### src/design/lmcp_pkg.sv
package lmcp_pkg;

    // Command codes; the same value is reported as command_kind
    localparam logic [3:0] CMD_CLEAR             = 4'd0;
    localparam logic [3:0] CMD_DOT               = 4'd1;
    localparam logic [3:0] CMD_BLEND_BOX         = 4'd2;
    localparam logic [3:0] CMD_BLEND_FILL_BOX    = 4'd3;
    localparam logic [3:0] CMD_BOX               = 4'd4;
    localparam logic [3:0] CMD_SOLID_BOX         = 4'd5;
    localparam logic [3:0] CMD_BLEND_LINE        = 4'd6;
    localparam logic [3:0] CMD_SEGMENT           = 4'd7;
    localparam logic [3:0] CMD_RING              = 4'd8;
    localparam logic [3:0] CMD_DISC              = 4'd9;
    localparam logic [3:0] CMD_BLEND_FILL_CIRCLE = 4'd10;
    localparam logic [3:0] CMD_BLEND_REPLACE     = 4'd11;
    localparam logic [3:0] CMD_BLEND_MULTIPLY    = 4'd14;
    localparam logic [3:0] GROUP_IDLE            = 4'd15;

    // colour nibble value rejected by the checks
    localparam logic [3:0] NIBBLE_BAD = 4'hF;

    typedef enum logic [3:0] {
        ROLE_NONE,
        ROLE_POS_A,
        ROLE_POS_B,
        ROLE_RADIUS,
        ROLE_A_HI,
        ROLE_A_LO,
        ROLE_AB,
        ROLE_B_LO,
        ROLE_C_HI,
        ROLE_CD,
        ROLE_D_LO
    } role_t;

    typedef struct packed {
        logic [3:0]  group;
        logic [3:0]  step;
        logic [3:0]  p1_x;
        logic [3:0]  p1_y;
        logic [7:0]  p2_x;
        logic [3:0]  p2_y;
        logic [11:0] colour_a;
        logic [11:0] colour_b;
        logic [11:0] colour_c;
        logic [11:0] colour_d;
    } parser_state_t;

    typedef struct packed {
        logic [7:0]  echo_byte;
        logic        accepted;
        logic        command_ready;
        logic [3:0]  command_kind;
        logic [3:0]  first_x;
        logic [3:0]  first_y;
        logic [7:0]  second_x;
        logic [3:0]  second_y;
        logic [11:0] colour_a;
        logic [11:0] colour_b;
        logic [11:0] colour_c;
        logic [11:0] colour_d;
    } parser_result_t;

    function automatic logic [3:0] run_length(input logic [3:0] group);
        logic [3:0] len;
        len = 4'd0;
        unique case (group)
            CMD_DOT:                                  len = 4'd3;
            CMD_BLEND_BOX, CMD_BLEND_FILL_BOX:        len = 4'd8;
            CMD_BLEND_LINE, CMD_BLEND_FILL_CIRCLE:    len = 4'd5;
            CMD_BOX, CMD_SOLID_BOX, CMD_SEGMENT,
            CMD_RING, CMD_DISC:                       len = 4'd4;
            default:                                  len = 4'd0;
        endcase
        return len;
    endfunction

    function automatic role_t run_role(input logic [3:0] group, input logic [3:0] step);
        role_t role;
        role = ROLE_NONE;
        unique case (group)
            CMD_DOT:
            begin
                case (step)
                    4'd0:    role = ROLE_POS_A;
                    4'd1:    role = ROLE_A_HI;
                    4'd2:    role = ROLE_A_LO;
                    default: role = ROLE_NONE;
                endcase
            end
            CMD_BLEND_BOX, CMD_BLEND_FILL_BOX:
            begin
                case (step)
                    4'd0:    role = ROLE_POS_A;
                    4'd1:    role = ROLE_POS_B;
                    4'd2:    role = ROLE_A_HI;
                    4'd3:    role = ROLE_AB;
                    4'd4:    role = ROLE_B_LO;
                    4'd5:    role = ROLE_C_HI;
                    4'd6:    role = ROLE_CD;
                    4'd7:    role = ROLE_D_LO;
                    default: role = ROLE_NONE;
                endcase
            end
            CMD_BOX, CMD_SOLID_BOX, CMD_SEGMENT:
            begin
                case (step)
                    4'd0:    role = ROLE_POS_A;
                    4'd1:    role = ROLE_POS_B;
                    4'd2:    role = ROLE_A_HI;
                    4'd3:    role = ROLE_A_LO;
                    default: role = ROLE_NONE;
                endcase
            end
            CMD_BLEND_LINE:
            begin
                case (step)
                    4'd0:    role = ROLE_POS_A;
                    4'd1:    role = ROLE_POS_B;
                    4'd2:    role = ROLE_A_HI;
                    4'd3:    role = ROLE_AB;
                    4'd4:    role = ROLE_B_LO;
                    default: role = ROLE_NONE;
                endcase
            end
            CMD_RING, CMD_DISC:
            begin
                case (step)
                    4'd0:    role = ROLE_POS_A;
                    4'd1:    role = ROLE_RADIUS;
                    4'd2:    role = ROLE_A_HI;
                    4'd3:    role = ROLE_A_LO;
                    default: role = ROLE_NONE;
                endcase
            end
            CMD_BLEND_FILL_CIRCLE:
            begin
                case (step)
                    4'd0:    role = ROLE_POS_A;
                    4'd1:    role = ROLE_RADIUS;
                    4'd2:    role = ROLE_A_HI;
                    4'd3:    role = ROLE_AB;
                    4'd4:    role = ROLE_B_LO;
                    default: role = ROLE_NONE;
                endcase
            end
            default: role = ROLE_NONE;
        endcase
        return role;
    endfunction

endpackage

### src/design/lmcp_step.sv
module lmcp_step
(
    input  lmcp_pkg::parser_state_t  cur,
    input  logic [7:0]               rx_byte,
    output lmcp_pkg::parser_state_t  nxt,
    output lmcp_pkg::parser_result_t res
);

    lmcp_pkg::role_t role;
    logic            ok;
    logic            emit_now;
    logic [3:0]      emit_kind;
    logic            is_dot;
    logic            is_bbox;
    logic            use_pos1;
    logic            use_pos2;
    logic            use_rad;
    logic            use_cb;
    logic            use_cd;

    always_comb
    begin
        nxt       = cur;
        res       = '0;
        res.echo_byte = rx_byte;
        res.accepted  = 1'b1;
        ok        = 1'b1;
        role      = lmcp_pkg::ROLE_NONE;
        emit_now  = 1'b0;
        emit_kind = cur.group;
        is_dot    = (cur.group == lmcp_pkg::CMD_DOT);
        is_bbox   = (cur.group == lmcp_pkg::CMD_BLEND_BOX);

        if (cur.group == lmcp_pkg::GROUP_IDLE)
        begin
            if (rx_byte == {4'd0, lmcp_pkg::CMD_CLEAR}
                || (rx_byte >= {4'd0, lmcp_pkg::CMD_BLEND_REPLACE}
                    && rx_byte <= {4'd0, lmcp_pkg::CMD_BLEND_MULTIPLY}))
            begin
                emit_now  = 1'b1;
                emit_kind = rx_byte[3:0];
            end
            else if (rx_byte <= {4'd0, lmcp_pkg::CMD_BLEND_FILL_CIRCLE})
            begin
                nxt.group = rx_byte[3:0];
                nxt.step  = 4'd0;
            end
            else
            begin
                res.accepted = 1'b0;
            end
        end
        else
        begin
            role = lmcp_pkg::run_role(cur.group, cur.step);
            // checks run right after each store; a failing store keeps its data
            case (role)
                lmcp_pkg::ROLE_POS_A:
                begin
                    nxt.p1_x = rx_byte[7:4];
                    nxt.p1_y = rx_byte[3:0];
                end
                lmcp_pkg::ROLE_POS_B:
                begin
                    nxt.p2_x = {4'd0, rx_byte[7:4]};
                    nxt.p2_y = rx_byte[3:0];
                end
                lmcp_pkg::ROLE_RADIUS:
                begin
                    nxt.p2_x = rx_byte;
                end
                lmcp_pkg::ROLE_A_HI:
                begin
                    nxt.colour_a = {rx_byte, 4'd0};
                    if ((is_dot || is_bbox) && rx_byte[7:4] == lmcp_pkg::NIBBLE_BAD)
                        ok = 1'b0;
                    if (is_bbox && rx_byte[3:0] == lmcp_pkg::NIBBLE_BAD)
                        ok = 1'b0;
                end
                lmcp_pkg::ROLE_A_LO:
                begin
                    nxt.colour_a = cur.colour_a | {8'd0, rx_byte[7:4]};
                    if (is_dot && (nxt.colour_a[7:4] == lmcp_pkg::NIBBLE_BAD
                                   || nxt.colour_a[3:0] == lmcp_pkg::NIBBLE_BAD))
                        ok = 1'b0;
                end
                lmcp_pkg::ROLE_AB:
                begin
                    nxt.colour_a = cur.colour_a | {8'd0, rx_byte[7:4]};
                    if (is_bbox && nxt.colour_a[3:0] == lmcp_pkg::NIBBLE_BAD)
                        ok = 1'b0;
                    else
                    begin
                        nxt.colour_b = {rx_byte[3:0], 8'd0};
                        if (is_bbox && rx_byte[3:0] == lmcp_pkg::NIBBLE_BAD)
                            ok = 1'b0;
                    end
                end
                lmcp_pkg::ROLE_B_LO:
                begin
                    nxt.colour_b = cur.colour_b | {4'd0, rx_byte};
                    if (is_bbox && (nxt.colour_b[7:4] == lmcp_pkg::NIBBLE_BAD
                                    || nxt.colour_b[3:0] == lmcp_pkg::NIBBLE_BAD))
                        ok = 1'b0;
                end
                lmcp_pkg::ROLE_C_HI:
                begin
                    nxt.colour_c = {rx_byte, 4'd0};
                    if (is_bbox && (rx_byte[7:4] == lmcp_pkg::NIBBLE_BAD
                                    || rx_byte[3:0] == lmcp_pkg::NIBBLE_BAD))
                        ok = 1'b0;
                end
                lmcp_pkg::ROLE_CD:
                begin
                    nxt.colour_c = cur.colour_c | {8'd0, rx_byte[7:4]};
                    if (is_bbox && nxt.colour_c[3:0] == lmcp_pkg::NIBBLE_BAD)
                        ok = 1'b0;
                    else
                    begin
                        nxt.colour_d = {rx_byte[3:0], 8'd0};
                        if (is_bbox && rx_byte[3:0] == lmcp_pkg::NIBBLE_BAD)
                            ok = 1'b0;
                    end
                end
                lmcp_pkg::ROLE_D_LO:
                begin
                    nxt.colour_d = cur.colour_d | {4'd0, rx_byte};
                    if (is_bbox && (nxt.colour_d[7:4] == lmcp_pkg::NIBBLE_BAD
                                    || nxt.colour_d[3:0] == lmcp_pkg::NIBBLE_BAD))
                        ok = 1'b0;
                end
                default:
                begin
                    ok = 1'b0;
                end
            endcase

            if (!ok)
            begin
                nxt.group    = lmcp_pkg::GROUP_IDLE;
                nxt.step     = 4'd0;
                res.accepted = 1'b0;
            end
            else if (cur.step == lmcp_pkg::run_length(cur.group) - 4'd1)
            begin
                emit_now  = 1'b1;
                nxt.group = lmcp_pkg::GROUP_IDLE;
                nxt.step  = 4'd0;
            end
            else
            begin
                nxt.step = cur.step + 4'd1;
            end
        end

        use_pos1 = (emit_kind >= lmcp_pkg::CMD_DOT
                    && emit_kind <= lmcp_pkg::CMD_BLEND_FILL_CIRCLE);
        use_pos2 = (emit_kind >= lmcp_pkg::CMD_BLEND_BOX && emit_kind <= lmcp_pkg::CMD_SEGMENT);
        use_rad  = (emit_kind >= lmcp_pkg::CMD_RING
                    && emit_kind <= lmcp_pkg::CMD_BLEND_FILL_CIRCLE);
        use_cd   = (emit_kind == lmcp_pkg::CMD_BLEND_BOX
                    || emit_kind == lmcp_pkg::CMD_BLEND_FILL_BOX);
        use_cb   = use_cd || emit_kind == lmcp_pkg::CMD_BLEND_LINE
                   || emit_kind == lmcp_pkg::CMD_BLEND_FILL_CIRCLE;

        if (emit_now)
        begin
            res.command_ready = 1'b1;
            res.command_kind  = emit_kind;
            res.first_x       = use_pos1 ? nxt.p1_x : 4'd0;
            res.first_y       = use_pos1 ? nxt.p1_y : 4'd0;
            res.second_x      = (use_pos2 || use_rad) ? nxt.p2_x : 8'd0;
            res.second_y      = use_pos2 ? nxt.p2_y : 4'd0;
            res.colour_a      = use_pos1 ? nxt.colour_a : 12'd0;
            res.colour_b      = use_cb ? nxt.colour_b : 12'd0;
            res.colour_c      = use_cd ? nxt.colour_c : 12'd0;
            res.colour_d      = use_cd ? nxt.colour_d : 12'd0;
        end
    end

endmodule

### src/design/led_matrix_command_parser_core.sv
// Byte-stream command parser for a 16x16 LED matrix link. Every accepted rx_byte yields exactly
// one result in the next cycle: the byte echoed, an accepted flag and, on the last byte of a
// command, a decoded draw command with command_ready set. One byte is taken per cycle; the only
// limit is the single result register, which accepts a new byte whenever it is empty or being
// drained in the same cycle. An unknown command or a failed colour check clears accepted and
// returns the parser to idle; stored points and colours are kept.
module led_matrix_command_parser_core
(
    input  logic        clk,
    input  logic        rst_n,
    input  logic        in_valid,
    output logic        in_ready,
    input  logic [7:0]  rx_byte,
    output logic        out_valid,
    input  logic        out_ready,
    output logic [7:0]  echo_byte,
    output logic        accepted,
    output logic        command_ready,
    output logic [3:0]  command_kind,
    output logic [3:0]  first_x,
    output logic [3:0]  first_y,
    output logic [7:0]  second_x,
    output logic [3:0]  second_y,
    output logic [11:0] colour_a,
    output logic [11:0] colour_b,
    output logic [11:0] colour_c,
    output logic [11:0] colour_d
);

    lmcp_pkg::parser_state_t  state_reg;
    lmcp_pkg::parser_state_t  state_next;
    lmcp_pkg::parser_result_t result_reg;
    lmcp_pkg::parser_result_t result_next;
    logic                     out_valid_reg;
    logic                     in_xfer;

    assign in_ready = !out_valid_reg || out_ready;
    assign in_xfer  = in_valid && in_ready;

    lmcp_step u_step
    (
        .cur     (state_reg),
        .rx_byte (rx_byte),
        .nxt     (state_next),
        .res     (result_next)
    );

    always_ff @(posedge clk or negedge rst_n)
    begin
        if (!rst_n)
        begin
            state_reg       <= '0;
            state_reg.group <= lmcp_pkg::GROUP_IDLE;
            out_valid_reg   <= 1'b0;
        end
        else
        begin
            if (in_xfer)
                state_reg <= state_next;
            if (in_xfer)
                out_valid_reg <= 1'b1;
            else if (out_ready)
                out_valid_reg <= 1'b0;
        end
    end

    always_ff @(posedge clk)
    begin
        if (in_xfer)
            result_reg <= result_next;
    end

    assign out_valid     = out_valid_reg;
    assign echo_byte     = result_reg.echo_byte;
    assign accepted      = result_reg.accepted;
    assign command_ready = result_reg.command_ready;
    assign command_kind  = result_reg.command_kind;
    assign first_x       = result_reg.first_x;
    assign first_y       = result_reg.first_y;
    assign second_x      = result_reg.second_x;
    assign second_y      = result_reg.second_y;
    assign colour_a      = result_reg.colour_a;
    assign colour_b      = result_reg.colour_b;
    assign colour_c      = result_reg.colour_c;
    assign colour_d      = result_reg.colour_d;

    // a rejected byte always leaves the parser idle
    assert property (@(posedge clk) disable iff (!rst_n)
        in_xfer && !result_next.accepted |=> state_reg.group == lmcp_pkg::GROUP_IDLE)
        else $error("parser not idle after rejected byte");

    // an issued command ends the run
    assert property (@(posedge clk) disable iff (!rst_n)
        in_xfer && result_next.command_ready |=> state_reg.group == lmcp_pkg::GROUP_IDLE
                                                 && state_reg.step == 4'd0)
        else $error("parser not idle after issued command");

    // only groups with a parameter run are ever entered
    assert property (@(posedge clk) disable iff (!rst_n)
        state_reg.group == lmcp_pkg::GROUP_IDLE
        || (state_reg.group >= lmcp_pkg::CMD_DOT
            && state_reg.group <= lmcp_pkg::CMD_BLEND_FILL_CIRCLE))
        else $error("parser in group without parameter run");

    assert property (@(posedge clk) disable iff (!rst_n)
        out_valid_reg && result_reg.command_ready |-> result_reg.accepted)
        else $error("command issued on rejected byte");

    assert property (@(posedge clk) disable iff (!rst_n)
        out_valid_reg && !result_reg.command_ready |-> result_reg.command_kind == 4'd0
            && result_reg.colour_a == 12'd0 && result_reg.second_x == 8'd0)
        else $error("command fields set without command");

    assert property (@(posedge clk) disable iff (!rst_n)
        in_xfer |=> out_valid_reg)
        else $error("transfer in without result");

endmodule

### config.mk
export PLATFORM = sky130hd
export DESIGN_NAME = led_matrix_command_parser_core
export DESIGN_NICKNAME = d
export VERILOG_FILES = /design/src/design/lmcp_pkg.sv /design/src/design/lmcp_step.sv /design/src/design/led_matrix_command_parser_core.sv
export SDC_FILE = /design/constraint.sdc
export NUM_CORES = 1
export LEC_CHECK = 0
export ABC_AREA = 1
export BUFFER_PORTS_ARGS = -buffer_cell sky130_fd_sc_hd__buf_2
export CAP_MARGIN = 20
export CELL_PAD_IN_SITES_DETAIL_PLACEMENT = 0
export CELL_PAD_IN_SITES_GLOBAL_PLACEMENT = 1
export CORE_ASPECT_RATIO = 1.1
export CORE_MARGIN = 10
export CORE_UTILIZATION = 35
export CTS_BUF_LIST = sky130_fd_sc_hd__clkbuf_4 sky130_fd_sc_hd__clkbuf_8
export DETAILED_ROUTE_END_ITERATION = 7
export PLACE_DENSITY = 0.76
export SYNTH_ARGS = -nofsm -noshare
export SYNTH_HDL_FRONTEND = slang
export SYNTH_SLANG_ARGS = --single-unit
### constraint.sdc
create_clock -name clk -period 9.3 [get_ports clk]
set_input_delay 2.79 -clock clk [delete_from_list [all_inputs] [get_ports clk]]
set_output_delay 2.79 -clock clk [all_outputs]
set_load 0.1 [all_outputs]
; ---- Word level (Yosys, flattened, before mapping)
; Memories as Yosys holds them, arrays and structs flattened.
; Cells that the tools add are included.
[word_totals]
input_bits = 12
mem_bits_ro = 96
out_inout_bits = 84
reg_bits = 159
n_memories = 2
word_cells = 179
[op_classes]
n_reduce_logical = 40
n_mux = 58
n_bitwise = 4
addsub = 2
eq_ne = 42
n_lt_le_gt_ge = 8
[mem_list]
columns = name, words, word_bits, rd, rd_clocked_by_memory_dff, wr, line_no
row1 = (name not given), 16, 4, 1, 0, 0, lmcp_pkg.sv:67  ; unique case (group)
row2 = (name not given), 8, 4, 1, 0, 0, lmcp_pkg.sv:93  ; case (step)
[op_table]
columns = operator, count
row1 = $pmux 12 s2, 4
row2 = $mux 73, 1
row3 = $mux 12, 6
row4 = $eq 4x4->1 const B, 17
row5 = $mux 68, 1
row6 = $mux 4, 12
row7 = $mux 8, 6
row8 = $eq 4x3->1 const B, 10
row9 = $eq 4x2->1 const B, 8
row10 = $pmux 3 s5, 2
row11 = $or 12x4->12, 2
row12 = $or 12x8->12, 2
row13 = $pmux 3 s4, 2
row14 = $pmux 4 s6, 1
row15 = $mux 1, 20
row16 = $le 8x4->1 const B, 2
row17 = $pmux 8 s2, 1
row18 = $logic_and 1x1->1, 13
row19 = $eq 4x1->1 const B, 3
row20 = $logic_or 1x1->1, 11
row21 = $reduce_and 2->1, 5
row22 = $pmux 3 s3, 1
row23 = $ge 8x4->1 const B, 1
row24 = $logic_not 8->1, 1
row25 = other kinds (18), 22

; ---- Logic depth before layout (Yosys ltp)
[depth]
ltp_word = 16
mapped_depth = 19
mapped_depth_nobuf = 18

; ---- Modules after synthesis
; A second synthesis with hierarchy kept.
[unflattened]
hier_cells = 1113
hier_area_um2 = 9211.3
[by_module_without_submodules]
columns = mod, area_per_inst_um2, cells_each, n_inst, seq_area_each_um2
row1 = led_matrix_command_parser_core, 5532.8, 417, 1, 4394.2
row2 = lmcp_step, 3678.5, 696, 1, 0.0

; ---- Worst setup path before layout
; Ideal clock, no wire load.
[synth_timing]
path_kind = input port to flip-flop
startpoint = in out_ready
endpoint = reg result_reg (netlist bit accepted) (enable)
setup_ps = 476
setup_slack_ps = 2477
stages = 5
arrival_ps = 6347
required_time_ps = 8824
path_buffers = 1
cell_sequence = inv_1 -> nand2_1 -> nand2_1 -> clkinv_1 -> clkbuf_1
[synth_between]
elab_chain_len = 2
[synth_rtl]
columns = element, line_no
row1 = from (decl), led_matrix_command_parser_core.sv:15  ; input logic out_ready,
row2 = $logic_or 1x1->1, led_matrix_command_parser_core.sv:37  ; assign in_ready = !out_valid_reg || out_ready;
row3 = named net in_ready, led_matrix_command_parser_core.sv:12  ; output logic in_ready,
row4 = $logic_and 1x1->1, led_matrix_command_parser_core.sv:38  ; assign in_xfer = in_valid && in_ready;
row5 = named net in_xfer, led_matrix_command_parser_core.sv:35  ; logic in_xfer;
row6 = to (signal assigned), led_matrix_command_parser_core.sv:70  ; result_reg <= result_next;
row7 = to (decl), led_matrix_command_parser_core.sv:32  ; lmcp_pkg::parser_result_t result_reg;
; The timed path passes the listed nets, and every way through them passes these cells.
; A chain may end at the register's enable or synchronous reset.

; ---- Worst setup path in the final report
[layout_timing]
startpoint = in out_ready
endpoint = out in_ready
[layout_between]
elab_chain_len = 1
[layout_rtl]
columns = element, line_no
row1 = $logic_or 1x1->1, led_matrix_command_parser_core.sv:37
row2 = to (decl), led_matrix_command_parser_core.sv:12
; Every way passes these cells.

==> results.toml <==
[outcome]
outcome = "finished clean"

[setup_path]
cp-end-kind = "output pin"
cp-start-kind = "input port"
crit_cells = 4
crit_top_cell = "buf_2"
path_buf_inv = 3
cp_slowest_cell = "buf_2"
cp.arrival_ns = 3.43
critical-path-top-delay-family = "buffers and inverters"
slowest_delay_ns = 0.44
cp_cell_sequence = "buf_2 -> inv_1 -> nand2_1 -> buf_2"
critical_path_class = "in -> out"
cp_max_fo = 3
ff2ff_path_depth = 16
crit_required_ns = 6.51

[yosys]
synth_top_area_share_pct = 31.6
synth-async-reset-ratio_pct = 48.4
synth_edf_count = 82
synth_commonest_cells = "nand2_1 (193), inv_1 (113), nor2_1 (106), o21ai_0 (106), edfxtp_1 (82)"
yosysWarnings = 0
seq_area_frac_synth_pct = 56.4
syn-instance-count = 875
synthesis.area_um2 = 7790
synth_area_leader_cell = "edfxtp_1"
yosys-top-cells-area = "edfxtp_1 (32%), dfrtp_1 (23%), nand2_1 (9.3%)"
synth-seq-cells = 159
synthesis.nets = 893
synth.distinct_cells = 39
ys.flop_type = "edfxtp_1"
synthMostInstantiatedCell = "nand2_1"
syn_area_per_cell_um2 = 8.91

[clock_tree]
cts_tree = "done"
postCtsSetupBuffers = 0
cts.sinks = 159
clockRootBuffer = "clkbuf_8"
cts_resized = 0
clockBufferDepth = 2
cts_hold_buf = 0
htreeDepth = 4
clkTransAtPathRegs_ns = 0.08
cts_buffers = 17
clk_latency_ns = 0.45

[floorplanning]
dieWidth_um = 162
start_util_pct = 35.4
die-area_um2 = 28600
die_h_um = 177
ios = 96
core.rowCount = 57
core_um2 = 22000

[sta]
slew_viol_final = 0
rsz0062_at_grt = "false"
slew_headroom_pct = 47.7
final.setup_skew_ns = 0.0208
setup_slack_ns = 3.08
worst_slew_pin_slew_ns = 0.784
fmax_mhz = 161
tns_ns = 0
hold_violations = 0
min_period_over_period_pct = 66.9
period_minus_slack_ns = 6.22
finalSetupViolCount = 0

[grt]
grt_max_degree = 89
global_route.usage.total_pct = 13.7
antenna_found_initial = 0
grt_pass1_wl_um = 31400
gr-total-overflow = 0
grt_pass1_vias = 5919

[place]
gp_congestion = 0.845
dp_hpwl_um = 13800
pre_cts_slack_ns = 3.07
port_buffers = 95

[route]
vias = 6030
via_per_inst = 4.73
remaining_drc_errors = 0
drt-wirelength-per-cell_um = 15.3
drtIter0Drc = 426
first_pass_iters = 5
postRouteAntennaNets = 0
wl_um = 19500

[hold_path]
worstHoldPathType = "reg -> reg"
hold_depth = 2

[power]
p_sw_mw = 1.03
ir_worst_vdd_mv = 0.122
p_seq_share_pct = 39.4
p_int_mw = 1.41
p_clk_share_pct = 22.2
p_per_area_nw_per_um2 = 272
p_leak_nw = 3.89
swShare_pct = 42.1
power_frac_comb_pct = 38.4
power_mw = 2.44

[cells_and_area]
finish.utilization_pct = 40.7
fin_nets = 985
area_growth_pct = 15.0
largest_reg_flops = 76
num_antenna_cells = 0
drive_above_1_share_pct = 20.7

[run]
max_cap_viol_count = 0
-- power by group through the flow --
stage / clock, mW / sequential [mW] / combinational, mW
after global placement: 0 / 0.970 / 0.932
final: 0.541 / 0.960 / 0.937
after floorplan: 0 / 1.12 / 0.596
after CTS: 0.553 / 0.960 / 0.943
after global routing: 0.579 / 0.976 / 1.06
after detailed placement: 0 / 0.973 / 0.938
-- worst reg2reg max path: stages (launching register included) --
cell,delay [ns]
dfstp_2,0.61
inv_2,0.06
nor2_2,0.15
nand2_1,0.13
nand2_2,0.11
nor2_1,0.07
ha_1,0.21
xnor2_1,0.18
xor2_1,0.15
inv_1,0.05
nor2_1,0.10
nand3_1,0.13
inv_1,0.10
nand2_2,0.27
nand2_4,0.23
nand3_4,0.42
nor2_2,0.25
-- final timing paths --
check	slack, ns	end	startpoint
min in group asynchronous	2.22	state_reg[69]	rst_n
max reg2reg	5.93	colour_c[3]	state_reg[73]
max	3.08	in_ready	out_ready
min reg2reg	0.49	state_reg[63]	state_reg[63]
max in group asynchronous	5.97	state_reg[17]	rst_n
min	0.49	state_reg[63]	state_reg[63]
-- per-layer routing --
| metal | global-route usage [%] | up-vias | routed length [um] |
|---|---|---|---|
| li1 | - | 3024 | - |
| met1 | 16.9 | 2837 | 8530 |
| met2 | 23.1 | 147 | 9420 |
| met3 | 3.94 | 22 | 1290 |
| met4 | 3.60 | 0 | 274 |
| met5 | 0 | - | 0 |
-- metrics by stage --
stage / std cells / instance area (um2) / hold slack (ns)
4_1_cts: 1275 / 8960 / 0.492
2_1_floorplan: 875 / 7790 / 0.448
3_3_place_gp: 1243 / 8550 / 0.462
5_1_grt: 1275 / 8960 / 0.519
6_report: 1275 / 8960 / 0.489
3_5_place_dp: 1243 / 8550 / 0.471
-- layout by cell type, fill, tap and decap left out, drive strengths merged, types with 6 or more instances in the layout --
| cell type | n |
|---|---|
| nand2 | 201 |
| nor2 | 140 |
| inv | 125 |
| o21ai | 113 |
| buf | 99 |
| edfxtp | 82 |
| dfrtp | 73 |
| nand3 | 26 |
| clkbuf | 22 |
| a21oi | 19 |
| o22ai | 15 |
| o31ai | 10 |
| or2 | 6 |
| xor2 | 6 |
| ha | 6 |
| nor3 | 6 |
-- logic make-up after synthesis --
kind of cell,after synthesis,share of synthesized area [%]
xor+xnor,7,0.787
fa+ha+maj,6,0.963
buf+inv,150,7.58
compound gates,166,11.6
simple gates,387,22.7
flops,159,56.4
-- final cells by class --
| class | instances | area (um2) |
|---|---|---|
| Sequential cell | 159 | 4390 |
| Multi-Input combinational cell | 566 | 2810 |
| Timing Repair Buffer | 99 | 508 |
| Clock buffer | 22 | 278 |
| Fill cell | 2181 | 13100 |
| Tap cell | 295 | 369 |
| Clock inverter | 10 | 135 |
| Inverter | 124 | 469 |
Power figures use the tool's default switching activity.
